<file path="config.mk">
export PLATFORM = sky130hd
export DESIGN_NAME = cpio_newc_stream_walker
export DESIGN_NICKNAME = d
export VERILOG_FILES = /design/src/cnsw_pkg.sv /design/src/cpio_newc_stream_walker.sv
export SDC_FILE = /design/constraint.sdc
export NUM_CORES = 1
export LEC_CHECK = 0
export ABC_CLOCK_PERIOD_IN_PS = 12400
export BUFFER_PORTS_ARGS = -buffer_cell sky130_fd_sc_hd__clkbuf_2
export CAP_MARGIN = 20
export CORE_MARGIN = 2
export CORE_UTILIZATION = 30
export CTS_CLUSTER_SIZE = 30
export DETAILED_ROUTE_END_ITERATION = 7
export PLACE_DENSITY = 0.55
export SKIP_CTS_REPAIR_TIMING = 1
export SYNTH_ARGS = -nofsm -noshare
export SYNTH_HDL_FRONTEND = slang
export SYNTH_SLANG_ARGS = --single-unit
</file>
<file path="constraint.sdc">
create_clock -name i_clk -period 12.4 [get_ports i_clk]
set_input_delay 3.72 -clock i_clk [delete_from_list [all_inputs] [get_ports i_clk]]
set_output_delay 3.72 -clock i_clk [all_outputs]
set_load 0.1 [all_outputs]
</file>
<file path="src/cnsw_pkg.sv">
// Shared types and constants for the cpio newc stream walker.
// Depends on nothing; imported by cpio_newc_stream_walker.
package cnsw_pkg;

    // Header layout of a newc entry.
    localparam logic [31:0] HDR_LAST    = 32'd109;
    localparam logic [31:0] FSIZE_START = 32'd54;
    localparam logic [31:0] FSIZE_END   = 32'd61;
    localparam logic [31:0] NSIZE_START = 32'd94;
    localparam logic [31:0] NSIZE_END   = 32'd101;
    localparam logic [31:0] TRAILER_LEN = 32'd11;

    // Region codes as they appear on the output.
    typedef enum logic [2:0] {
        REG_HEADER  = 3'd0,
        REG_NAME    = 3'd1,
        REG_NAMEPAD = 3'd2,
        REG_DATA    = 3'd3,
        REG_DATAPAD = 3'd4,
        REG_AFTER   = 3'd5
    } t_region;

    // Walker state, one-hot.
    typedef enum logic [5:0] {
        PH_HEADER  = 6'b000001,
        PH_NAME    = 6'b000010,
        PH_NAMEPAD = 6'b000100,
        PH_DATA    = 6'b001000,
        PH_DATAPAD = 6'b010000,
        PH_AFTER   = 6'b100000
    } t_phase;

    // Expected character of the trailer name at a given position.
    function automatic logic [7:0] trailer_char(input logic [3:0] idx);
        logic [7:0] ch;
        case (idx)
            4'd0:    ch = 8'h54;  // T
            4'd1:    ch = 8'h52;  // R
            4'd2:    ch = 8'h41;  // A
            4'd3:    ch = 8'h49;  // I
            4'd4:    ch = 8'h4C;  // L
            4'd5:    ch = 8'h45;  // E
            4'd6:    ch = 8'h52;  // R
            4'd7:    ch = 8'h21;  // !
            4'd8:    ch = 8'h21;  // !
            4'd9:    ch = 8'h21;  // !
            default: ch = 8'h00;  // terminating NUL
        endcase
        return ch;
    endfunction

    // Digit rule of the archive format: letters from 'A' upward, else digits.
    function automatic logic [31:0] digit_value(input logic [7:0] c);
        logic [31:0] wide;
        wide = {24'd0, c};
        return (c >= 8'd65) ? (wide - 32'd55) : (wide - 32'd48);
    endfunction

endpackage

</file>
<file path="src/cpio_newc_stream_walker.sv">
// Top level of the cpio newc stream walker: tags archive bytes by region.
// Depends on cnsw_pkg for the region codes, phase type and digit helpers.
//
//  channel   dir  handshake           payload
//  s_axis    in   tvalid / tready     tdata = archive byte
//  m_axis    out  tvalid / tready     tdata = byte, sizes; tlast = last of region;
//                                     tuser = region, trailer flag
//
// One byte per cycle unless the output stalls: each accepted byte updates the
// walker state and is written into the output register in the same cycle.
// The input is ready whenever the output register is empty or being drained.
// Reset (synchronous, active low) returns to the header phase with all
// counters cleared. A stall on the output holds the result and the input.
module cpio_newc_stream_walker (
    input  logic        i_clk,
    input  logic        i_rst_n,
    input  logic        i_s_axis_tvalid,
    output logic        o_s_axis_tready,
    input  logic [7:0]  i_s_axis_tdata,   // [7:0] in_byte
    output logic        o_m_axis_tvalid,
    input  logic        i_m_axis_tready,
    output logic [71:0] o_m_axis_tdata,   // [7:0] out_byte, [39:8] entry_name_size,
                                          // [71:40] entry_file_size
    output logic        o_m_axis_tlast,   // last_of_region
    output logic [3:0]  o_m_axis_tuser    // [2:0] region, [3] is_trailer
);
    import cnsw_pkg::*;

    // Walker state.
    t_phase      r_phase, n_phase;
    logic [31:0] r_count, n_count;
    logic [1:0]  r_off,   n_off;
    logic [31:0] r_acc,   n_acc;
    logic [31:0] r_nsize, n_nsize;
    logic [31:0] r_fsize, n_fsize;
    logic        r_tmatch, n_tmatch;

    // Output register.
    logic        r_out_valid;
    logic [71:0] r_out_data;
    logic        r_out_last;
    logic [3:0]  r_out_user;

    // Per-item results.
    t_region     w_region;
    logic        w_last;
    logic        w_trl;
    logic [31:0] w_nsz, w_fsz;
    logic        w_moved;
    logic [31:0] w_base, w_hex;
    logic        w_accept;
    logic [7:0]  w_c;

    assign o_s_axis_tready = !r_out_valid || i_m_axis_tready;
    assign w_accept        = i_s_axis_tvalid && o_s_axis_tready;
    assign w_c             = i_s_axis_tdata;

    // Enter a region, skipping those that are empty for this entry.
    function automatic t_phase enter_region(input t_phase nxt, input logic [1:0] off,
                                            input logic [31:0] nsize,
                                            input logic [31:0] fsize);
        t_phase p;
        p = nxt;
        if (p == PH_NAME && nsize == 32'd0) p = PH_NAMEPAD;
        if (p == PH_NAMEPAD && off == 2'd0) p = PH_DATA;
        if (p == PH_DATA && fsize == 32'd0) p = PH_DATAPAD;
        if (p == PH_DATAPAD && off == 2'd0) p = PH_HEADER;
        return p;
    endfunction

    // Hex field accumulation for the header size fields.
    assign w_base = (r_count == FSIZE_START || r_count == NSIZE_START) ? 32'd0 : r_acc;
    assign w_hex  = {w_base[27:0], 4'd0} + digit_value(w_c);

    // Next-state and result logic for one byte.
    always_comb begin
        n_phase  = r_phase;
        n_count  = r_count;
        n_off    = r_off + 2'd1;
        n_acc    = r_acc;
        n_nsize  = r_nsize;
        n_fsize  = r_fsize;
        n_tmatch = r_tmatch;
        w_region = REG_AFTER;
        w_last   = 1'b0;
        w_trl    = 1'b0;
        w_nsz    = 32'd0;
        w_fsz    = 32'd0;
        w_moved  = 1'b0;
        unique case (r_phase)
            PH_HEADER: begin
                w_region = REG_HEADER;
                if ((r_count >= FSIZE_START && r_count <= FSIZE_END) ||
                    (r_count >= NSIZE_START && r_count <= NSIZE_END)) begin
                    n_acc = w_hex;
                    if (r_count == FSIZE_END) n_fsize = w_hex;
                    if (r_count == NSIZE_END) n_nsize = w_hex;
                end
                if (r_count == HDR_LAST) begin
                    w_last   = 1'b1;
                    w_nsz    = r_nsize;
                    w_fsz    = r_fsize;
                    n_tmatch = 1'b1;
                    n_phase  = enter_region(PH_NAME, n_off, r_nsize, r_fsize);
                    n_count  = 32'd0;
                    w_moved  = 1'b1;
                end
            end
            PH_NAME: begin
                w_region = REG_NAME;
                if (r_count < TRAILER_LEN && w_c != trailer_char(r_count[3:0]))
                    n_tmatch = 1'b0;
                if (r_count + 32'd1 == r_nsize) begin
                    w_last  = 1'b1;
                    n_count = 32'd0;
                    w_moved = 1'b1;
                    // The match flag must include this byte's comparison.
                    if (n_tmatch && r_nsize >= TRAILER_LEN) begin
                        w_trl   = 1'b1;
                        n_phase = PH_AFTER;
                    end else begin
                        n_phase = enter_region(PH_NAMEPAD, n_off, r_nsize, r_fsize);
                    end
                end
            end
            PH_NAMEPAD: begin
                w_region = REG_NAMEPAD;
                if (n_off == 2'd0) begin
                    w_last  = 1'b1;
                    n_phase = enter_region(PH_DATA, n_off, r_nsize, r_fsize);
                    n_count = 32'd0;
                    w_moved = 1'b1;
                end
            end
            PH_DATA: begin
                w_region = REG_DATA;
                if (r_count + 32'd1 == r_fsize) begin
                    w_last  = 1'b1;
                    n_phase = enter_region(PH_DATAPAD, n_off, r_nsize, r_fsize);
                    n_count = 32'd0;
                    w_moved = 1'b1;
                end
            end
            PH_DATAPAD: begin
                w_region = REG_DATAPAD;
                if (n_off == 2'd0) begin
                    w_last  = 1'b1;
                    n_phase = PH_HEADER;
                    n_count = 32'd0;
                    w_moved = 1'b1;
                end
            end
            default: begin
                w_region = REG_AFTER;
                n_phase  = PH_AFTER;
            end
        endcase
        // Count bytes taken in the region unless it just ended or is the after region.
        if (!w_moved && w_region != REG_AFTER)
            n_count = r_count + 32'd1;
    end

    // State update on each accepted byte.
    always_ff @(posedge i_clk) begin
        if (!i_rst_n) begin
            r_phase  <= PH_HEADER;
            r_count  <= 32'd0;
            r_off    <= 2'd0;
            r_acc    <= 32'd0;
            r_nsize  <= 32'd0;
            r_fsize  <= 32'd0;
            r_tmatch <= 1'b1;
        end else if (w_accept) begin
            r_phase  <= n_phase;
            r_count  <= n_count;
            r_off    <= n_off;
            r_acc    <= n_acc;
            r_nsize  <= n_nsize;
            r_fsize  <= n_fsize;
            r_tmatch <= n_tmatch;
        end
    end

    // Output register valid flag.
    always_ff @(posedge i_clk) begin
        if (!i_rst_n) begin
            r_out_valid <= 1'b0;
        end else if (w_accept) begin
            r_out_valid <= 1'b1;
        end else if (i_m_axis_tready) begin
            r_out_valid <= 1'b0;
        end
    end

    // Output register payload.
    always_ff @(posedge i_clk) begin
        if (w_accept) begin
            r_out_data <= {w_fsz, w_nsz, w_c};
            r_out_last <= w_last;
            r_out_user <= {w_trl, w_region};
        end
    end

    assign o_m_axis_tvalid = r_out_valid;
    assign o_m_axis_tdata  = r_out_data;
    assign o_m_axis_tlast  = r_out_last;
    assign o_m_axis_tuser  = r_out_user;

endmodule
</file>
==> impl_results.md <==
- Status: finished, final reports clean
- Max_cap viols: 0
- Critical path required time: approximately 8.7 ns
- Initial Utilization: 0.304
- Seq/Total Area, Yosys: 0.394
- GPL Wtd Cong: 0.991
- Root Driver: clkbuf_16
- Syn Nets: 1566
- Final setup viols: 0
- Share of cells above drive strength 1: 0.122
- Clock Power Share: 0.385
- WL/cell: 20.2 µm
- Most frequent CP cell: clkbuf_2
- Max transition margin: 0.315
- Total number of placement rows: 76
- Syn avg cell area: 8.61 µm²
- Number of flops mapped to enable cells by yosys: 77
- Slowest-stage cell, CP: clkbuf_2
- Max H-tree Level: 1
- # clock sinks: 218
- Net switching power figure: 0.684 mW
- DRT Pass-1 Iters: 5
- Nature of the critical path endpoint: primary output
- Critical path's top delay family: buffers and inverters
- Finished Core Util: 0.346
- Cells on Worst Hold Path: 2
- Die Span X: 213 µm
- Antenna-violating nets left: 0
- First-pass GRT wire length: 67100 µm
- I/O Buffers: 90
- Post-synth cell types: 87
- Tmin final: between 8 and 9 ns
- Core box area: 0.0430 mm²
- CTS clk-pin slew, worst paths: 0.06 ns
- Pwr dens: 136 mW/mm²
- Cell count after synthesis: 1515
- Die area: 0.0452 mm²
- Crit path buf inv count: 2
- Asr flop ratio synth: 0
- Total number of vias: between 10k and 15k
- Vias/cell: between 5 and 6
- Final hold violation count: 0
- Crit path kind: in2out
- Via count of the first global-routing pass: 11.0k
- Leak: ~5.7 nW
- Area Growth Syn to Fin: 14.0%
- GR Util All Layers: 0.193
- Max Slew Vio Count: 0
- Initial antenna violation count: 1
- Number of remaining DRC errors: 0
- Synth area leader: dfxtp_1
- Initial drt markers: 952
- Top cells by count, synth: 149 x nor2_1, 143 x nand2_1, 141 x dfxtp_1
- Final Cycle Share: 0.654
- Critical Path AT: 4.39 ns
- CP max stage delay: around 0.47 ns
- Max Freq: about 0.12 GHz
- R2R setup slack: 5.59 ns
- Nets: 1608
- Setup TNS: 0 ns
- Top-count cell post-synth: nor2_1
- Top_reg_cell synth: dfxtp_1
- Critical path, cell by cell: clkbuf_2 -> nand2b_1 -> clkbuf_2
- Worst hold path class: reg2reg
- Worst-skew pair later-pin latency: 0.56 ns
- Crit-path max FO: 3
- CTS tree: yes
- Post-DP HPWL: 32000 µm
- Worst Max-Slew Pin Slew: 1.03 ns
- Num ports: around 90
- Sw frac: 0.338
- Largest net degree at the start of global routing: 67
- Synthesized flop and latch total: approximately 220
- Comb pwr share: 0.225
- Top-area cell type share of the netlist area: 0.216
- Synth top area cells: dfxtp_1 22%, edfxtp_1 18%, a21oi_1 4.9%
- Synthesized area: ~0.013 mm²
- Yosys warns: 0
- CP Launch Type: input pin
- Worst reg2reg path depth: 11
- Seq pwr share: 0.390
- Skew final: 0.0247 ns
- DIE HEIGHT: 213 µm
- Global route total overflow: 0
- Final Power: a little over 2 mW
- Number of buffers created by CTS: 25
- Worst vdd ir: approximately 0.000075 V
- N_diodes: 0
- CTS max path bufs: 3
- Final WL: ~44000 µm
- Int Power: 1.34 mW
- CP Depth: 3
- Unrepaired setup endpoints after global routing: no
[layout make-up]
class | count | area (µm²)
fillers | 4485 | 28100
multi-input cells | 1170 | 7430
flip-flops and latches | 218 | 5130
well taps | 585 | 732
clock buffers | 31 | 699
repair buffers | 106 | 574
clock inverters | 15 | 165
inverters | 36 | 138
[per-stage QoR]
stage / setup slack (ns) / std cells / instance area, µm² / hold slack, ns
after floorplan: 4.10 / 1515 / 13000 / 0.440
after global placement: 4.10 / 2114 / 14000 / 0.445
after detailed placement: 3.94 / 2115 / 14000 / 0.457
after CTS: 4.29 / 2161 / 14900 / 0.466
after global routing: 4.10 / 2161 / 14900 / 0.487
final: 4.29 / 2161 / 14900 / 0.463
[worst register-to-register path: cells and delay by family (launching register included)]
family / cells / cell delay [ns]
AO/OA/AOI/OAI: 5 / 2.62
flip-flops: 1 / 0.87
AND/OR/NAND/NOR: 6 / 3.21
[cells by family after synthesis]
group / after synthesis / share of synthesized area
xor gates and xnor gates: 107 / 0.0750
and+or+nand+nor: 659 / 0.267
DFF: 218 / 0.394
buffers and inverters: 127 / 0.0386
adders and majority gates: 39 / 0.0380
muxes: 28 / 0.0221
AOI/OAI and AO/OA: 337 / 0.166
[layout by cell type (no fill, tap or decap), types with 21 or more instances in the layout]
| master | netlist | layout |
|---|---|---|
| nor2_1 | 149 | 147 |
| nand2_1 | 143 | 143 |
| dfxtp_1 | 141 | 141 |
| a21oi_1 | 127 | 127 |
| clkbuf_2 | 0 | 90 |
| edfxtp_1 | 77 | 77 |
| xnor2_1 | 65 | 65 |
| and2_1 | 62 | 62 |
| o21ai_0 | 61 | 61 |
| nor4_1 | 42 | 42 |
| nor2b_1 | 40 | 40 |
| xor2_1 | 39 | 39 |
| ha_1 | 38 | 38 |
| inv_1 | 34 | 33 |
| nand4_1 | 31 | 31 |
| nand3_1 | 30 | 30 |
| nor3_1 | 30 | 28 |
| clkbuf_16 | 0 | 26 |
| or3_1 | 25 | 25 |
| mux2i_1 | 22 | 22 |
| nand2b_1 | 21 | 21 |
[power groups by stage]
stage               sequential, mW  combinational, mW  clock [mW]
global route                 0.793              0.481       0.833
global placement             0.805              0.443           0
detailed placement           0.805              0.450           0
CTS                          0.790              0.452       0.801
floorplan                    0.918              0.209           0
finish                       0.789              0.455       0.781
[final timing paths]
kind / startpoint / to
hold / removal: r_off[1] / r_off[1]
setup reg to reg: r_count[3] / flop
setup / recovery: i_m_axis_tready / o_s_axis_tready
hold reg to reg: r_off[1] / r_off[1]
[per-layer routing]
layer	global-route usage	share of wire	wire length [µm]	vias up
li1	-	-	-	5569
met3	0.0279	0.062	2730	64
met2	0.315	0.46	20200	372
met1	0.261	0.44	19400	5578
met4	0.0637	0.030	1300	0
met5	0	0	0	-
[sequential cells by signal (all words and copies together), names as in the netlist, named ones only]
| signal | cells |
|---|---|
| o_m_axis_tdata | 72 |
| r_count | 32 |
| r_fsize | 32 |
| r_nsize | 32 |
| r_acc | 28 |
| r_phase | 6 |
| o_m_axis_tuser | 4 |
| r_off | 2 |
| o_m_axis_tlast | 1 |
| o_m_axis_tvalid | 1 |
| r_tmatch | 1 |
(Power assumes the default switching activity.)
